**config.mk**
```make
export PLATFORM = sky130hd
export DESIGN_NAME = pmo_csr
export DESIGN_NICKNAME = d
export VERILOG_FILES = /design/src/sv/pmo_pkg.sv /design/src/sv/pmo_csr.sv
export SDC_FILE = /design/constraint.sdc
export NUM_CORES = 1
export LEC_CHECK = 0
export BUFFER_PORTS_ARGS = -buffer_cell sky130_fd_sc_hd__buf_2
export CAP_MARGIN = 5
export CORE_ASPECT_RATIO = 1.1
export CORE_MARGIN = 2
export CORE_UTILIZATION = 39
export CTS_CLUSTER_SIZE = 24
export DETAILED_ROUTE_END_ITERATION = 12
export PLACE_DENSITY = 0.77
export SLEW_MARGIN = 20
export SYNTH_ARGS = -nofsm -noshare
export SYNTH_HDL_FRONTEND = slang
export SYNTH_SLANG_ARGS = --single-unit
```
**constraint.sdc**
```tcl
create_clock -name clock -period 1 [get_ports clock]
set_input_delay 0.2 -clock clock [delete_from_list [all_inputs] [get_ports clock]]
set_output_delay 0.2 -clock clock [all_outputs]
set_load 0.05 [all_outputs]
```
**src/sv/pmo_pkg.sv**
```systemverilog
`default_nettype none
// ----------------------------------------------------------------------------
// pmo_pkg
// shared types, constants and job tables of the polyline miter offsetter
// ----------------------------------------------------------------------------
package pmo_pkg;

   localparam int COORD_W    = 24;
   localparam int WT_W       = 23;
   localparam int UNIT_W     = 16;
   localparam int IDX_W      = 16;
   localparam int MAX_POINTS = 65536;
   localparam int SEEN_W     = $clog2(MAX_POINTS + 1);
   localparam int DOT_MIN    = 2684355;
   localparam int CSR_AW     = 3;

   typedef enum logic [4:0] {
      S_IDLE, S_PLAN, S_JOB, S_U_LOAD, S_U_NORM, S_U_SQ1, S_U_SQ2, S_U_SQRT,
      S_DX_LOAD, S_DIVX, S_DY_LOAD, S_DIVY, S_U_STORE, S_DOT1, S_DOT2, S_MCHK,
      S_MDIV_LOAD, S_DIVM, S_LEN_DIV, S_LEN_WT, S_SCX, S_SCY, S_PUT, S_NEXT,
      S_COMMIT
   } state_type;

   typedef enum logic [4:0] {
      OP_NONE, OP_ACCEPT, OP_JOB_START, OP_U_LOAD, OP_U_NORM, OP_U_SQ1, OP_U_SQ2,
      OP_SQRT_STEP, OP_DX_LOAD, OP_DIV_STEP, OP_DY_LOAD, OP_U_STORE, OP_DOT1,
      OP_DOT2, OP_MDIV_LOAD, OP_LEN_DIV, OP_LEN_WT, OP_SCX, OP_SCY, OP_PUT,
      OP_COMMIT
   } op_type;

   typedef enum logic [2:0] {
      PT_FIRST, PT_SECOND, PT_OLDER, PT_NEWER, PT_CUR
   } pt_sel_type;

   typedef enum logic [1:0] {IDX_ZERO, IDX_ONE, IDX_KM1, IDX_K} idx_sel_type;

   typedef enum logic {JOB_END, JOB_MITER} kind_type;

   typedef enum logic [2:0] {
      PLAN_NONE, PLAN_OPEN_START, PLAN_OPEN_PAIR, PLAN_CLOSED_PAIR, PLAN_MID,
      PLAN_OPEN_END, PLAN_CLOSED_END
   } plan_type;

   typedef enum logic {REG_WALL_THICKNESS, REG_CLOSED_LOOP} reg_type;

   typedef struct packed {
      kind_type    kind;
      pt_sel_type  pa;
      pt_sel_type  pb;
      pt_sel_type  pc;
      pt_sel_type  pv;
      idx_sel_type idx;
      logic        last;
   } job_type;

   typedef struct packed {
      op_type     op;
      job_type    job;
      logic [1:0] unit;
   } cmd_type;

   typedef struct packed {
      logic seen_zero;
      logic seen_one;
      logic last;
      logic ok;
      logic norm_done;
      logic sqrt_last;
      logic div_last;
      logic dot_big;
      logic out_free;
   } status_type;

   function automatic logic [1:0] jobs_of(plan_type plan);
      logic [1:0] n;
      unique case (plan)
         PLAN_OPEN_START, PLAN_MID:         n = 2'd1;
         PLAN_OPEN_PAIR, PLAN_CLOSED_PAIR,
         PLAN_OPEN_END:                     n = 2'd2;
         PLAN_CLOSED_END:                   n = 2'd3;
         default:                           n = 2'd0;
      endcase
      return n;
   endfunction

   function automatic job_type mk_job(kind_type k, pt_sel_type a, pt_sel_type b,
                                      pt_sel_type c, pt_sel_type v,
                                      idx_sel_type i, logic l);
      job_type j;
      j.kind = k;
      j.pa   = a;
      j.pb   = b;
      j.pc   = c;
      j.pv   = v;
      j.idx  = i;
      j.last = l;
      return j;
   endfunction

   function automatic job_type job_of(plan_type plan, logic [1:0] n);
      job_type j;
      j = mk_job(JOB_MITER, PT_OLDER, PT_NEWER, PT_CUR, PT_NEWER, IDX_KM1, 1'b0);
      unique case (plan)
         PLAN_OPEN_START:
            j = mk_job(JOB_END, PT_FIRST, PT_CUR, PT_CUR, PT_FIRST, IDX_ZERO, 1'b0);
         PLAN_OPEN_PAIR:
            if (n == 2'd0) begin
               j = mk_job(JOB_END, PT_FIRST, PT_CUR, PT_CUR, PT_FIRST, IDX_ZERO, 1'b0);
            end else begin
               j = mk_job(JOB_END, PT_FIRST, PT_CUR, PT_CUR, PT_CUR, IDX_ONE, 1'b1);
            end
         PLAN_CLOSED_PAIR:
            if (n == 2'd0) begin
               j = mk_job(JOB_MITER, PT_CUR, PT_FIRST, PT_CUR, PT_FIRST, IDX_ZERO, 1'b0);
            end else begin
               j = mk_job(JOB_MITER, PT_FIRST, PT_CUR, PT_FIRST, PT_CUR, IDX_ONE, 1'b1);
            end
         PLAN_OPEN_END:
            if (n != 2'd0) begin
               j = mk_job(JOB_END, PT_NEWER, PT_CUR, PT_CUR, PT_CUR, IDX_K, 1'b1);
            end
         PLAN_CLOSED_END:
            if (n == 2'd1) begin
               j = mk_job(JOB_MITER, PT_NEWER, PT_CUR, PT_FIRST, PT_CUR, IDX_K, 1'b0);
            end else if (n == 2'd2) begin
               j = mk_job(JOB_MITER, PT_CUR, PT_FIRST, PT_SECOND, PT_FIRST, IDX_ZERO,
                          1'b1);
            end
         default: ;
      endcase
      return j;
   endfunction

endpackage
`default_nettype wire

```
**src/sv/pmo_csr.sv**
```systemverilog
`default_nettype none
// ----------------------------------------------------------------------------
// pmo_csr
// configuration registers behind the register port
// ----------------------------------------------------------------------------
module pmo_csr (
   input  wire logic                         clock,
   input  wire logic                         reset,
   input  wire logic                         csr_psel,
   input  wire logic                         csr_penable,
   input  wire logic                         csr_pwrite,
   input  wire logic [pmo_pkg::CSR_AW-1:0]   csr_paddr,
   input  wire logic [31:0]                  csr_pwdata,
   output      logic [31:0]                  csr_prdata,
   output      logic                         csr_pready,
   output      logic [pmo_pkg::WT_W-1:0]     wall_thickness,
   output      logic                         closed_loop
);

   logic [pmo_pkg::WT_W-1:0] wt_ff;
   logic                     closed_ff;
   logic                     wr;
   pmo_pkg::reg_type         sel;

   assign csr_pready     = 1'b1;
   assign wr             = csr_psel & csr_penable & csr_pwrite;
   assign sel            = pmo_pkg::reg_type'(csr_paddr[2]);
   assign wall_thickness = wt_ff;
   assign closed_loop    = closed_ff;

   always_ff @(posedge clock) begin
      if (reset) begin
         wt_ff     <= pmo_pkg::WT_W'(256);
         closed_ff <= 1'b0;
      end else if (wr) begin
         unique case (sel)
            pmo_pkg::REG_WALL_THICKNESS: wt_ff     <= csr_pwdata[pmo_pkg::WT_W-1:0];
            pmo_pkg::REG_CLOSED_LOOP:    closed_ff <= csr_pwdata[0];
            default: ;
         endcase
      end
   end

   always_comb begin
      unique case (sel)
         pmo_pkg::REG_WALL_THICKNESS: csr_prdata = {{(32-pmo_pkg::WT_W){1'b0}}, wt_ff};
         pmo_pkg::REG_CLOSED_LOOP:    csr_prdata = {31'b0, closed_ff};
         default:                     csr_prdata = 32'b0;
      endcase
   end

endmodule
`default_nettype wire

```
Word level (Yosys, flattened, before mapping)
Cells that the tools add are included. W data, S select, Z words.

Flip-flop bits (word level): 24. Output and inout bits: 57. Word-level logic and storage cells: 8.

Muxes and demuxes: 1. Bitwise logic cells: 3. Reduce and logical (&&, ||, !) cells: 2.

Operators with widths (count): $pmux W32 S2 (1); $reduce_and A2 Y1 (2); $and A1 B1 Y1 (2); $not A1 Y1 (1).

Longest topological paths before layout
Word-level depth: 3. Mapped depth: 4. Mapped depth without buffers: 2.

Worst setup path after synthesis
Ideal clock, no wire load.

Kind: flip-flop to output port. Start point: reg wt_ff, in the netlist wall_thickness[10]. End point: out csr_prdata[10]. Data arrival time: 1.410 ns. Slack: -0.610 ns. Cell stages (with the launch flop): 2. Buffers on the path: 0. Cell sequence: dfxtp_1 -> nor2b_1.

Cells in the longest elaborated chain, start to end: 1.

Ends and longest elaborated chain: start: declaration (RTL line pmo_csr.sv:20) `logic [pmo_pkg::WT_W-1:0] wt_ff;`; start signal: assignment (RTL line pmo_csr.sv:33) `wt_ff <= pmo_pkg::WT_W'(256);`; start signal: assignment (RTL line pmo_csr.sv:37) `pmo_pkg::REG_WALL_THICKNESS: wt_ff <= csr_pwdata[pmo_pkg::WT_W-1:0];`; $pmux W32 S2 (RTL line pmo_csr.sv:45) `unique case (sel)`; end: declaration (RTL line pmo_csr.sv:14) `output logic [31:0] csr_prdata,`.

No other way between the ends. The select of a mux whose other input is x is not followed.

Worst setup path after layout
Start point: reg wt_ff, in the netlist wall_thickness[0]. End point: out csr_prdata[0].

The elaborated chain is that of the path after synthesis.

==> summary.md <==
| Metric | Value |
|---|---|
| Share of cells above drive strength 1 | 0.636 |
| WP buf/inv | 1 |
| P per Cell Area | 762 nW/µm² |
| DR WL met3 | 226 µm |
| Max Used Layer | met4 |
| Crit-path cells | mux2_4 > buf_6 |
| Final slew viol count | 0 |
| DRT Pass-1 Iters | 4 |
| Max-Cap Viols | 0 |
| Dpl cell area | 1930 µm² |
| Core footprint | 3300 µm² |
| Netlist Area Pre-Place | 1340 µm² |
| Crit path arrival time | 1.06 ns |
| Worst path required time | 0.80 ns |
| Leakage | 1.07 nW |
| Status | finished with violations |
| Top Ports | 97 |
| Crit path to | csr_prdata[0] |
| Max FO, Critical Path | 2 |
| Failing checks | setup timing |
| Vias | 1,231 |
| Final hold violations | 0 |
| CP Depth | 2 |
| Num CTS Buffers | 3 |
| Layout net count | 272 |
| Avg WL per Cell | 14.0 µm |
| R2R depth | 4 |
| Clk_lat worst skew | 0.30 ns |
| FMAX | 791 MHz |
| Seq/Total Area, Yosys | 0.359 |
| Metal1 wirelength | 1340 µm |
| Reg2reg setup slack | 0.20 ns |
| GRT Util Overall | 0.167 |
| Final setup vio count | 47 |
| Final Critical Period | 1.26 ns |
| Crit Reg-Reg Endpoint | wall_thickness[0] |
| Die X | 59.9 µm |
| DR vias/cell | 4.61 |
| P&R area growth vs syn | 93.5% |
| Startpoint Class | flop |
| Count of clock tree sinks | 24 |
| Final WS setup | -0.264 ns |
| Final wirelength | 3740 µm |
| Max H-tree Level | 1 |
| Final period util | 1.26 |
| Crit-path max cell delay | 0.34 ns |
| Critical path origin | wall_thickness[0] |
| Initial antenna violation count | 0 |
| First-pass GRT wire length | 5040 µm |
| Syn avg cell area | 9.44 µm² |
| Crit path max-delay family | flip-flops |
| Worst setup EP type | output pin |
| Crit Reg-Reg Startpoint | wall_thickness[0] |
| Max Root-Sink Buffers | 2 |
| Peak VDD IR | 485 µV |
| FP Rows | 22 |
| Kind of critical path | reg2out |
| Fin area | 2590 µm² |
| Pin count of the biggest net entering global routing | 48 |
| Worst min-delay path class | in2reg |
| Flops & latches, synth | 24 |
| Critical path's slowest cell | dfxtp_2 |
| Synth cell types | 14 |
| Cells after synthesis | 142 |
| Die H | 65.5 µm |
| # DRC | 0 |
| Initial DRC Count | 50 |
| Synth Warn # | 0 |
| RSZ-0062 raised after global routing | true |
| IO buf count | 75 |
| Die area | 3920 µm² |
| CTS Hold Buffers Added | 0 |
| Diodes inserted | 0 |
| Final ANT Viol Nets | 0 |
| Fin util | 0.785 |
| Starting Density | 0.406 |
| Worst-path clk slew | 0.13 ns |
| Slew @ Worst Pin | 0.555 ns |
| Root buf cell | clkbuf_4 |
| Final Wtd Congestion | 0.694 |
| Post-DP HPWL | 2150 µm |
| Clock tree from TritonCTS | built |
| Met2 wire len | 2160 µm |
| Worst Clk Skew | 0 ns |
| Vias in the first global route | 1,133 |
| Aggregate global routing overflow | 0 |
| Slew Limit Headroom | 0.630 |
-- registers in the layout, indices dropped and copies added, names as in the netlist --
name            flops
closed_loop         1
wall_thickness     23
-- synthesized netlist by cell type (all sizes together) --
cell type | number | area, µm²
conb | 2 | 7.51
nand2b | 45 | 282
nand4 | 1 | 6.26
clkbuf | 7 | 26.3
dfxtp | 24 | 480
and2b | 2 | 17.5
mux2 | 1 | 11.3
and4b | 1 | 10.0
buf | 13 | 126
nor2b | 20 | 125
mux2i | 24 | 240
nor2 | 2 | 7.51
-- stage by stage --
step	instances	total power [W]	setup WS, ns	TNS (ns)	hold slack, ns
2_1_floorplan	150	0.00138	0.0161	0	0.345
6_report	267	0.00198	-0.264	-6.69	0.124
3_3_place_gp	245	0.00145	-0.177	-6.35	0.455
3_5_place_dp	245	0.00146	-0.239	-7.20	0.461
4_1_cts	250	0.00195	-0.268	-5.53	0.123
5_1_grt	267	0.00208	-0.301	-8.84	0.110
-- worst min-delay path by stage --
stage / start / end / slack [ns] / cells after the start
after global routing: csr_pwdata[7] / wall_thickness[7] / 0.11 / 3
after detailed placement: csr_pwdata[9] / wall_thickness[9] / 0.46 / 3
after floorplan: csr_pwdata[1] / wall_thickness[1] / 0.34 / 2
after CTS: csr_pwdata[7] / wall_thickness[7] / 0.12 / 3
after global placement: csr_pwdata[2] / wall_thickness[2] / 0.45 / 3
final: csr_pwdata[7] / wall_thickness[7] / 0.12 / 3
-- area by class of cell --
type                            count  area [µm²]
Clock inverter                      1        3.75
Clock buffer                        3        22.5
Sequential cell                    24         566
Fill cell                         213         711
Timing Repair Buffer               97        1060
Multi-Input combinational cell    106         893
Tap cell                           36        45.0
-- logic make-up (layout without fill, tap and decap cells) --
family	after synthesis	after routing	synth area share
DFF	24	24	0.359
and+or+nand+nor	71	71	0.334
other	2	10	0.00560
muxes	25	25	0.188
buffers and inverters	20	101	0.114
-- placed cells by master, fill, tap and decap left out --
cell type	count
nand2b_1	45
buf_8	37
buf_2	28
buf_6	27
mux2i_1	24
dfxtp_4	22
nor2b_4	20
conb_1	10
clkbuf_4	3
buf_4	3
and2b_4	2
nor2_1	2
dfxtp_2	2
buf_12	2
mux2_4	1
and4b_1	1
nand4_1	1
clkinv_1	1
-- metal layers --
layer | vias to the layer above | track usage
met5 | - | 0
met4 | 0 | 0.0417
met3 | 2 | 0.0276
met2 | 52 | 0.317
met1 | 571 | 0.188
li1 | 606 | -
-- report_power, final --
part	internal, W	switching (W)	leakage, nW
Clock	0.000145	0.000280	0.0154
Combinational	0.000250	0.000349	0.842
Sequential	0.000932	0.0000210	0.212
-- what timing repair did --
| action | in CTS | in global routing |
|---|---|---|
| setup buffers | 1 | 17 |
| gates resized for setup | 120 | 30 |
| endpoints found under the setup margin | 47 | 47 |
-- worst reg2reg max path, cell delays in order (launching register included) --
cell      delay [ns]
dfxtp_2         0.34
buf_4           0.13
buf_6           0.11
nand2b_1        0.06
mux2i_1         0.06
Note: power is estimated with default switching activity, not from simulation.
