File: config.mk
export PLATFORM = sky130hd
export DESIGN_NAME = pmo_ctrl
export DESIGN_NICKNAME = d
export VERILOG_FILES = /design/src/sv/pmo_pkg.sv /design/src/sv/pmo_ctrl.sv
export SDC_FILE = /design/constraint.sdc
export NUM_CORES = 1
export LEC_CHECK = 0
export BUFFER_PORTS_ARGS = -buffer_cell sky130_fd_sc_hd__buf_2
export CAP_MARGIN = 20
export CORE_ASPECT_RATIO = 0.8
export CORE_MARGIN = 8
export CORE_UTILIZATION = 49
export DETAILED_ROUTE_END_ITERATION = 8
export HOLD_SLACK_MARGIN = 0.08
export PLACE_DENSITY = 0.8
export RECOVER_POWER = 100
export SLEW_MARGIN = 10
export SYNTH_ARGS = -nofsm -noshare
export SYNTH_HDL_FRONTEND = slang
export SYNTH_SLANG_ARGS = --single-unit
File: constraint.sdc
create_clock -name clock -period 2.32 [get_ports clock]
set_input_delay 0.464 -clock clock [delete_from_list [all_inputs] [get_ports clock]]
set_output_delay 0.464 -clock clock [all_outputs]
set_load 0.02 [all_outputs]
File: src/sv/pmo_pkg.sv
`default_nettype none
// ----------------------------------------------------------------------------
// pmo_pkg
// shared types, constants and job tables of the polyline miter offsetter
// ----------------------------------------------------------------------------
package pmo_pkg;

   localparam int COORD_W    = 24;
   localparam int WT_W       = 23;
   localparam int UNIT_W     = 16;
   localparam int IDX_W      = 16;
   localparam int MAX_POINTS = 65536;
   localparam int SEEN_W     = $clog2(MAX_POINTS + 1);
   localparam int DOT_MIN    = 2684355;
   localparam int CSR_AW     = 3;

   typedef enum logic [4:0] {
      S_IDLE, S_PLAN, S_JOB, S_U_LOAD, S_U_NORM, S_U_SQ1, S_U_SQ2, S_U_SQRT,
      S_DX_LOAD, S_DIVX, S_DY_LOAD, S_DIVY, S_U_STORE, S_DOT1, S_DOT2, S_MCHK,
      S_MDIV_LOAD, S_DIVM, S_LEN_DIV, S_LEN_WT, S_SCX, S_SCY, S_PUT, S_NEXT,
      S_COMMIT
   } state_type;

   typedef enum logic [4:0] {
      OP_NONE, OP_ACCEPT, OP_JOB_START, OP_U_LOAD, OP_U_NORM, OP_U_SQ1, OP_U_SQ2,
      OP_SQRT_STEP, OP_DX_LOAD, OP_DIV_STEP, OP_DY_LOAD, OP_U_STORE, OP_DOT1,
      OP_DOT2, OP_MDIV_LOAD, OP_LEN_DIV, OP_LEN_WT, OP_SCX, OP_SCY, OP_PUT,
      OP_COMMIT
   } op_type;

   typedef enum logic [2:0] {
      PT_FIRST, PT_SECOND, PT_OLDER, PT_NEWER, PT_CUR
   } pt_sel_type;

   typedef enum logic [1:0] {IDX_ZERO, IDX_ONE, IDX_KM1, IDX_K} idx_sel_type;

   typedef enum logic {JOB_END, JOB_MITER} kind_type;

   typedef enum logic [2:0] {
      PLAN_NONE, PLAN_OPEN_START, PLAN_OPEN_PAIR, PLAN_CLOSED_PAIR, PLAN_MID,
      PLAN_OPEN_END, PLAN_CLOSED_END
   } plan_type;

   typedef enum logic {REG_WALL_THICKNESS, REG_CLOSED_LOOP} reg_type;

   typedef struct packed {
      kind_type    kind;
      pt_sel_type  pa;
      pt_sel_type  pb;
      pt_sel_type  pc;
      pt_sel_type  pv;
      idx_sel_type idx;
      logic        last;
   } job_type;

   typedef struct packed {
      op_type     op;
      job_type    job;
      logic [1:0] unit;
   } cmd_type;

   typedef struct packed {
      logic seen_zero;
      logic seen_one;
      logic last;
      logic ok;
      logic norm_done;
      logic sqrt_last;
      logic div_last;
      logic dot_big;
      logic out_free;
   } status_type;

   function automatic logic [1:0] jobs_of(plan_type plan);
      logic [1:0] n;
      unique case (plan)
         PLAN_OPEN_START, PLAN_MID:         n = 2'd1;
         PLAN_OPEN_PAIR, PLAN_CLOSED_PAIR,
         PLAN_OPEN_END:                     n = 2'd2;
         PLAN_CLOSED_END:                   n = 2'd3;
         default:                           n = 2'd0;
      endcase
      return n;
   endfunction

   function automatic job_type mk_job(kind_type k, pt_sel_type a, pt_sel_type b,
                                      pt_sel_type c, pt_sel_type v,
                                      idx_sel_type i, logic l);
      job_type j;
      j.kind = k;
      j.pa   = a;
      j.pb   = b;
      j.pc   = c;
      j.pv   = v;
      j.idx  = i;
      j.last = l;
      return j;
   endfunction

   function automatic job_type job_of(plan_type plan, logic [1:0] n);
      job_type j;
      j = mk_job(JOB_MITER, PT_OLDER, PT_NEWER, PT_CUR, PT_NEWER, IDX_KM1, 1'b0);
      unique case (plan)
         PLAN_OPEN_START:
            j = mk_job(JOB_END, PT_FIRST, PT_CUR, PT_CUR, PT_FIRST, IDX_ZERO, 1'b0);
         PLAN_OPEN_PAIR:
            if (n == 2'd0) begin
               j = mk_job(JOB_END, PT_FIRST, PT_CUR, PT_CUR, PT_FIRST, IDX_ZERO, 1'b0);
            end else begin
               j = mk_job(JOB_END, PT_FIRST, PT_CUR, PT_CUR, PT_CUR, IDX_ONE, 1'b1);
            end
         PLAN_CLOSED_PAIR:
            if (n == 2'd0) begin
               j = mk_job(JOB_MITER, PT_CUR, PT_FIRST, PT_CUR, PT_FIRST, IDX_ZERO, 1'b0);
            end else begin
               j = mk_job(JOB_MITER, PT_FIRST, PT_CUR, PT_FIRST, PT_CUR, IDX_ONE, 1'b1);
            end
         PLAN_OPEN_END:
            if (n != 2'd0) begin
               j = mk_job(JOB_END, PT_NEWER, PT_CUR, PT_CUR, PT_CUR, IDX_K, 1'b1);
            end
         PLAN_CLOSED_END:
            if (n == 2'd1) begin
               j = mk_job(JOB_MITER, PT_NEWER, PT_CUR, PT_FIRST, PT_CUR, IDX_K, 1'b0);
            end else if (n == 2'd2) begin
               j = mk_job(JOB_MITER, PT_CUR, PT_FIRST, PT_SECOND, PT_FIRST, IDX_ZERO,
                          1'b1);
            end
         default: ;
      endcase
      return j;
   endfunction

endpackage
`default_nettype wire

File: src/sv/pmo_ctrl.sv
`default_nettype none
// ----------------------------------------------------------------------------
// pmo_ctrl
// sequencer: plans the joins of each point and steps the shared units
// ----------------------------------------------------------------------------
module pmo_ctrl (
   input  wire logic                clock,
   input  wire logic                reset,
   input  wire logic                req_tvalid,
   output      logic                req_tready,
   input  wire logic                closed_loop,
   input  wire pmo_pkg::status_type sts,
   output      pmo_pkg::cmd_type    cmd
);

   pmo_pkg::state_type state_ff, state_in;
   pmo_pkg::plan_type  plan_ff, plan_in;
   logic [1:0]         job_ff, job_in;
   logic [1:0]         unit_ff, unit_in;
   pmo_pkg::job_type   job;

   assign job = pmo_pkg::job_of(plan_ff, job_ff);

   always_comb begin
      if (sts.seen_zero) begin
         plan_in = pmo_pkg::PLAN_NONE;
      end else if (sts.seen_one) begin
         if (closed_loop) begin
            plan_in = sts.last ? pmo_pkg::PLAN_CLOSED_PAIR : pmo_pkg::PLAN_NONE;
         end else begin
            plan_in = sts.last ? pmo_pkg::PLAN_OPEN_PAIR : pmo_pkg::PLAN_OPEN_START;
         end
      end else if (sts.last) begin
         plan_in = closed_loop ? pmo_pkg::PLAN_CLOSED_END : pmo_pkg::PLAN_OPEN_END;
      end else begin
         plan_in = pmo_pkg::PLAN_MID;
      end
   end

   // next state
   always_comb begin
      state_in = state_ff;
      job_in   = job_ff;
      unit_in  = unit_ff;
      unique case (state_ff)
         pmo_pkg::S_IDLE:      if (req_tvalid) state_in = pmo_pkg::S_PLAN;
         pmo_pkg::S_PLAN: begin
            job_in   = 2'd0;
            state_in = (pmo_pkg::jobs_of(plan_in) == 2'd0) ? pmo_pkg::S_COMMIT
                                                            : pmo_pkg::S_JOB;
         end
         pmo_pkg::S_JOB: begin
            unit_in  = 2'd0;
            state_in = pmo_pkg::S_U_LOAD;
         end
         pmo_pkg::S_U_LOAD:    state_in = pmo_pkg::S_U_NORM;
         pmo_pkg::S_U_NORM: begin
            if (!sts.ok) begin
               state_in = pmo_pkg::S_PUT;
            end else if (sts.norm_done) begin
               state_in = pmo_pkg::S_U_SQ1;
            end
         end
         pmo_pkg::S_U_SQ1:     state_in = pmo_pkg::S_U_SQ2;
         pmo_pkg::S_U_SQ2:     state_in = pmo_pkg::S_U_SQRT;
         pmo_pkg::S_U_SQRT:    if (sts.sqrt_last) state_in = pmo_pkg::S_DX_LOAD;
         pmo_pkg::S_DX_LOAD:   state_in = pmo_pkg::S_DIVX;
         pmo_pkg::S_DIVX:      if (sts.div_last) state_in = pmo_pkg::S_DY_LOAD;
         pmo_pkg::S_DY_LOAD:   state_in = pmo_pkg::S_DIVY;
         pmo_pkg::S_DIVY:      if (sts.div_last) state_in = pmo_pkg::S_U_STORE;
         pmo_pkg::S_U_STORE: begin
            if (job.kind == pmo_pkg::JOB_END) begin
               state_in = pmo_pkg::S_LEN_WT;
            end else if (unit_ff == 2'd2) begin
               state_in = pmo_pkg::S_DOT1;
            end else begin
               unit_in  = unit_ff + 2'd1;
               state_in = pmo_pkg::S_U_LOAD;
            end
         end
         pmo_pkg::S_DOT1:      state_in = pmo_pkg::S_DOT2;
         pmo_pkg::S_DOT2:      state_in = pmo_pkg::S_MCHK;
         pmo_pkg::S_MCHK:      state_in = sts.dot_big ? pmo_pkg::S_MDIV_LOAD
                                                      : pmo_pkg::S_LEN_WT;
         pmo_pkg::S_MDIV_LOAD: state_in = pmo_pkg::S_DIVM;
         pmo_pkg::S_DIVM:      if (sts.div_last) state_in = pmo_pkg::S_LEN_DIV;
         pmo_pkg::S_LEN_DIV:   state_in = pmo_pkg::S_SCX;
         pmo_pkg::S_LEN_WT:    state_in = pmo_pkg::S_SCX;
         pmo_pkg::S_SCX:       state_in = pmo_pkg::S_SCY;
         pmo_pkg::S_SCY:       state_in = pmo_pkg::S_PUT;
         pmo_pkg::S_PUT:       if (sts.out_free) state_in = pmo_pkg::S_NEXT;
         pmo_pkg::S_NEXT: begin
            if (job_ff + 2'd1 < pmo_pkg::jobs_of(plan_ff)) begin
               job_in   = job_ff + 2'd1;
               state_in = pmo_pkg::S_JOB;
            end else begin
               state_in = pmo_pkg::S_COMMIT;
            end
         end
         pmo_pkg::S_COMMIT:    state_in = pmo_pkg::S_IDLE;
         default:              state_in = pmo_pkg::S_IDLE;
      endcase
   end

   // outputs
   always_comb begin
      cmd.job    = job;
      cmd.unit   = unit_ff;
      req_tready = (state_ff == pmo_pkg::S_IDLE);
      unique case (state_ff)
         pmo_pkg::S_IDLE:      cmd.op = req_tvalid ? pmo_pkg::OP_ACCEPT : pmo_pkg::OP_NONE;
         pmo_pkg::S_JOB:       cmd.op = pmo_pkg::OP_JOB_START;
         pmo_pkg::S_U_LOAD:    cmd.op = pmo_pkg::OP_U_LOAD;
         pmo_pkg::S_U_NORM:    cmd.op = pmo_pkg::OP_U_NORM;
         pmo_pkg::S_U_SQ1:     cmd.op = pmo_pkg::OP_U_SQ1;
         pmo_pkg::S_U_SQ2:     cmd.op = pmo_pkg::OP_U_SQ2;
         pmo_pkg::S_U_SQRT:    cmd.op = pmo_pkg::OP_SQRT_STEP;
         pmo_pkg::S_DX_LOAD:   cmd.op = pmo_pkg::OP_DX_LOAD;
         pmo_pkg::S_DIVX, pmo_pkg::S_DIVY,
         pmo_pkg::S_DIVM:      cmd.op = pmo_pkg::OP_DIV_STEP;
         pmo_pkg::S_DY_LOAD:   cmd.op = pmo_pkg::OP_DY_LOAD;
         pmo_pkg::S_U_STORE:   cmd.op = pmo_pkg::OP_U_STORE;
         pmo_pkg::S_DOT1:      cmd.op = pmo_pkg::OP_DOT1;
         pmo_pkg::S_DOT2:      cmd.op = pmo_pkg::OP_DOT2;
         pmo_pkg::S_MDIV_LOAD: cmd.op = pmo_pkg::OP_MDIV_LOAD;
         pmo_pkg::S_LEN_DIV:   cmd.op = pmo_pkg::OP_LEN_DIV;
         pmo_pkg::S_LEN_WT:    cmd.op = pmo_pkg::OP_LEN_WT;
         pmo_pkg::S_SCX:       cmd.op = pmo_pkg::OP_SCX;
         pmo_pkg::S_SCY:       cmd.op = pmo_pkg::OP_SCY;
         pmo_pkg::S_PUT:       cmd.op = sts.out_free ? pmo_pkg::OP_PUT : pmo_pkg::OP_NONE;
         pmo_pkg::S_COMMIT:    cmd.op = pmo_pkg::OP_COMMIT;
         default:              cmd.op = pmo_pkg::OP_NONE;
      endcase
   end

   always_ff @(posedge clock) begin
      if (reset) begin
         state_ff <= pmo_pkg::S_IDLE;
         plan_ff  <= pmo_pkg::PLAN_NONE;
         job_ff   <= 2'd0;
         unit_ff  <= 2'd0;
      end else begin
         state_ff <= state_in;
         job_ff   <= job_in;
         unit_ff  <= unit_in;
         if (state_ff == pmo_pkg::S_PLAN) plan_ff <= plan_in;
      end
   end

endmodule
`default_nettype wire

## Word-level counts from Yosys, hierarchy flattened

Cells that the tools add are included.

| word-level totals | value |
|---|---|
| register bits after elaboration | 12 |
| bits of input ports | 13 |
| output and inout bits | 24 |
| word-level logic and storage cells | 110 |

| cells by class | value |
|---|---|
| add/sub/neg operators | 2 |
| order comparisons | 1 |
| equal/unequal tests | 49 |
| mux-type cells | 39 |
| reduce and logical (&&, ||, !) cells | 15 |

Operators by type and width:

| cell | number |
|---|---|
| one-hot mux 5 bit (23 select lines) | 1 |
| one-hot mux 5 bit (20 select lines) | 1 |
| one-hot mux 16 bit (5 select lines) | 1 |
| two-way mux 5 bit | 12 |
| == test 5 bit (second input constant) | 9 |
| two-way mux 15 bit | 3 |
| == test 5 x 4 -> 1 bit (second input constant) | 8 |
| two-way mux 2 bit | 11 |
| == test 5 x 3 -> 1 bit (second input constant) | 4 |
| == test 3 bit (second input constant) | 6 |
| inequality test 2 bit (second input constant) | 9 |
| two-way mux 16 bit | 1 |
| == test 3 x 2 -> 1 bit (second input constant) | 4 |
| one-hot mux 2 bit (3 select lines) | 2 |
| == test 5 x 2 -> 1 bit (second input constant) | 2 |
| OR reduction 3 bit | 3 |
| one-hot mux 2 bit (2 select lines) | 2 |
| AND reduction 7 bit | 1 |
| == test 3 x 1 -> 1 bit (second input constant) | 2 |
| two-way mux 3 bit | 2 |
| two-way mux 6 bit | 1 |
| nonzero test 2 bit | 3 |
| OR reduction 2 bit | 3 |
| == test 5 x 1 -> 1 bit (second input constant) | 1 |
| 11 further kinds | 14 |

## Logic depth before layout (Yosys ltp)

| depth | value |
|---|---|
| depth in word-level cells | 11 |
| depth in mapped cells | 9 |
| depth with buffers taken out | 8 |

## Least setup slack after synthesis

No wires, ideal clock.

| timing | value |
|---|---|
| path type | register to register |
| start point | register plan_ff[0] |
| end point | register job_ff[0] |
| library setup time | 0.065 ns |
| arrival time | 2.196 ns |
| data required time | 2.255 ns |
| slack | 0.059 ns |
| stages on the path, launching flop included | 10 |
| path buffers | 1 |
| period minus slack after synthesis | 2.261 ns |
| cells stage by stage | dfxtp_1 > clkbuf_1 > nand2_1 > xor2_1 > ha_1 > nor2b_1 > a311oi_2 > nand3_2 > mux2_1 > nor2_1 |

| on the way | value |
|---|---|
| cells in the longest elaborated chain, start to end | 7 |
| elaborated cells on any way between the ends | 13 |
| those cells by class | order compare (1); eq/ne (7); mux (2); reduce/logical (3) |

Ends and longest elaborated chain:

| what | line | source |
|---|---|---|
| from (decl) | pmo_ctrl.sv:17 | `pmo_pkg::plan_type plan_ff, plan_in;` |
| from (signal assigned) | pmo_ctrl.sv:139 | `plan_ff <= pmo_pkg::PLAN_NONE;` |
| from (signal assigned) | pmo_ctrl.sv:146 | `if (state_ff == pmo_pkg::S_PLAN) plan_ff <= plan_in;` |
| == test 3 x 2 -> 1 bit (tied with other cells) | pmo_pkg.sv:76 | `unique case (plan)` |
| OR reduction 3 bit or OR reduction 2 bit (tied branches) | pmo_pkg.sv:76 |  |
| one-hot mux 2 bit (3 select lines) (*) | pmo_pkg.sv:76 |  |
| two-way mux 2 bit (*) | pmo_ctrl.sv:45 | `unique case (state_ff)` |
| less-than comparator 2 bit (*) | pmo_ctrl.sv:93 | `if (job_ff + 2'd1 < pmo_pkg::jobs_of(plan_ff)) begin` |
| inequality test 2 bit (no source line) (*) | - |  |
| AND reduction 2 bit (no source line) (*) | - |  |
| to (signal assigned) | pmo_ctrl.sv:144 | `job_ff <= job_in;` |
| to (decl) | pmo_ctrl.sv:18 | `logic [1:0] job_ff, job_in;` |

Mark *: on every way between the ends. The rest lies on a longest branch, timed or not. The select of a mux whose other input is x is not followed.
A chain may end at the register's enable or synchronous reset.

==> impl_metrics.tcl <==
set metrics [dict create \
    status "finished clean" \
    initial_core_util_pct 50.3 \
    grt_pass1_wl_um 7000 \
    worst_hold_slack_ns 0.495 \
    cts.clk_slew.worst_paths_ns 0.06 \
    r2r-start "job_ff[0]$_SDFFE_PP0P_" \
    synth_nets 241 \
    tightest_slew_ns 0.513 \
    setup_violations 0 \
    portBuffers 35 \
    peakVddDrop_mv 0.574 \
    cts_buffer_depth 2 \
    synth.yosys.warnings 0 \
    gp_congestion 1.02 \
    drive_gt1_share_pct 19.1 \
    first_pass_iters 4 \
    viasPerCell 5.91 \
    period_share_pct 94.1 \
    hold_buffers 0 \
    antenna_found_initial 0 \
    antenna_cells 0 \
    die_y_um 66.0 \
    postSynthCellCount 221 \
    met2_length_um 1770 \
    clkLatencyLatePin_ns 0.24 \
    end_kind "primary output" \
    wl_per_cell_um 14.5 \
    core_area_um2 3040 \
    utilization_pct 57.2 \
    ys_seq_elements 12 \
    drc 0 \
    yosysUniqueCellTypes 58 \
    critPathKind "flip-flop to primary output" \
    layout_commonest_cell "a21oi_1" \
    drv_slew 0 \
    hp-start "job_ff[1]$_SDFFE_PP0P_" \
    grtUsageTotal_pct 15.9 \
    ant_nets 0 \
    rsz0062_at_grt "no" \
    grt_max_degree 27 \
    die_area_um2 5180 \
    grt_pass1_vias 1522 \
    ys_async_sr_fraction_pct 0 \
    routed.top_layer "met4" \
    power.density_nw_per_um2 981 \
    tns_ns 0 \
    syn_area_um2 1530 \
    start_kind "flip-flop" \
    clock_sinks 12 \
    required_ns 1.86 \
    p_total_mw 1.71 \
    max_slew_margin_pct 65.7 \
    final-hold-violation-count 0 \
    layout_common_cells "20 x a21oi_1, 19 x nand2_1, 17 x nor2_1, 17 x buf_2, 16 x o21ai_0" \
    row_count 18 \
    min_path_type "flip-flop to flip-flop" \
    cts_buffers 3 \
    layout_setup_ws_ns 0.137 \
    synth_edf_count 0 \
    drtIter0Drc 157 \
    gr-total-overflow 0 \
    cap_violations 0 \
    finClkSkew_ns 0.00200 \
    routed_wirelength_um 4140 \
    synthFlopType "dfxtp_1" \
    startpoint "state_ff[2]$_SDFFE_PP0P_" \
    root_buffer "clkbuf_8" \
    seq_area_frac_synth_pct 15.7 \
    fp.dieW_um 78.5 \
    worstPathArrival_ns 1.72 \
    cts_tree "built" \
    hpwlAfterDp_um 3050 \
    area_delta_synth_final_pct 13.7 \
    fmax_ghz 0.458 \
    fin_nets 267 \
    pre_cts_ws_ns 0.0887 \
    p_leak_nw 0.688 \
    num_io_pins 37 \
    cts.htree.levels 1 \
    vias 1690 \
    syn_avg_cell_area_um2 6.92 \
    wl_met1_um 1940 \
    wl_met3_um 411 \
    fin_crit_ns 2.18 \
    critPathMaxFanout 14 \
]
-- stage by stage --
| step | area (µm²) | cells |
|---|---|---|
| after floorplan | 1530 | 221 |
| after global placement | 1700 | 282 |
| after detailed placement | 1700 | 282 |
| after CTS | 1760 | 286 |
| after global routing | 1740 | 286 |
| final | 1740 | 286 |
-- worst paths after layout --
| path | cells past startpoint | slack, ns | endpoint |
|---|---|---|---|
| worst max-delay path | 6 | 0.14 | cmd[18] |
| worst min-delay path | 2 | 0.50 | job_ff[1]$_SDFFE_PP0P_ |
| worst max register to register | 8 | 0.15 | job_ff[0]$_SDFFE_PP0P_ |
| worst min register to register | 2 | 0.50 | job_ff[1]$_SDFFE_PP0P_ |
-- layout make-up --
type | count | area, µm²
well taps | 40 | 50.0
clock buffers | 4 | 55.1
fillers | 309 | 1300
inverters | 13 | 48.8
multi-input cells | 171 | 1100
flip-flops and latches | 12 | 245
repair buffers | 46 | 241
-- critical path: stages (launching register included) --
cell and delay, ns:
dfxtp_2 0.40, buf_4 0.17, a21oi_1 0.16, nor3_1 0.08, a221o_1 0.29, a22o_1 0.23
buf_2 0.16
-- cell usage after synthesis (all sizes together) (2+ instances only) --
cell	n	share of area, %
and3b	2	1.1
nor2b	8	3.3
xor2	3	1.7
clkbuf	13	3.2
a21o	3	1.5
a22oi	2	0.98
dfxtp	12	16
a31oi	4	1.6
o211ai	3	1.5
nand2b	6	2.5
nand2	19	4.7
a22o	2	1.1
mux2	3	2.2
nand3	4	1.6
nor3b	4	2.0
or3	2	1.1
a21oi	20	6.5
buf	12	5.6
a311oi	5	3.3
and4	3	1.9
o21ai	16	5.2
inv	12	2.9
o22ai	4	1.6
nor3	8	2.6
mux2i	3	2.0
and3	2	0.82
nor2	17	4.2
ha	7	5.7
-- layer usage --
metal,up-vias,GRT usage (%)
met2,76,25.4
li1,842,-
met3,6,4.21
met5,-,0
met4,0,1.38
met1,766,21.7
-- registers in the layout, summed over array words and instances, names as in the netlist --
name      flops
job_ff        2
unit_ff       2
plan_ff       3
state_ff      5
-- what timing repair did --
action                                  in CTS  in global routing
pin swaps                                    0                  1
gates resized for setup                      1                  3
buffers inserted                             0                  0
endpoints found under the setup margin       1                  5
-- cells by family (layout without fill, tap and decap cells) --
kind of cell / Yosys count / after routing / share of synthesized area, %
xor+xnor: 3 / 3 / 1.72
other cells: 1 / 1 / 0.245
mux: 6 / 6 / 4.17
simple gates: 84 / 84 / 30.1
flops: 12 / 12 / 15.7
fa+ha+maj: 7 / 7 / 5.72
buf+inv: 38 / 63 / 12.0
compound gates: 70 / 70 / 30.3
-- report_power, final --
part	switching [mW]	internal, mW	leakage (nW)	total, mW
Sequential	0.0974	0.247	0.0992	0.345
Clock	0.0854	0.150	0.0288	0.236
Combinational	0.691	0.434	0.560	1.13
Note: power is estimated with default switching activity, not from simulation.
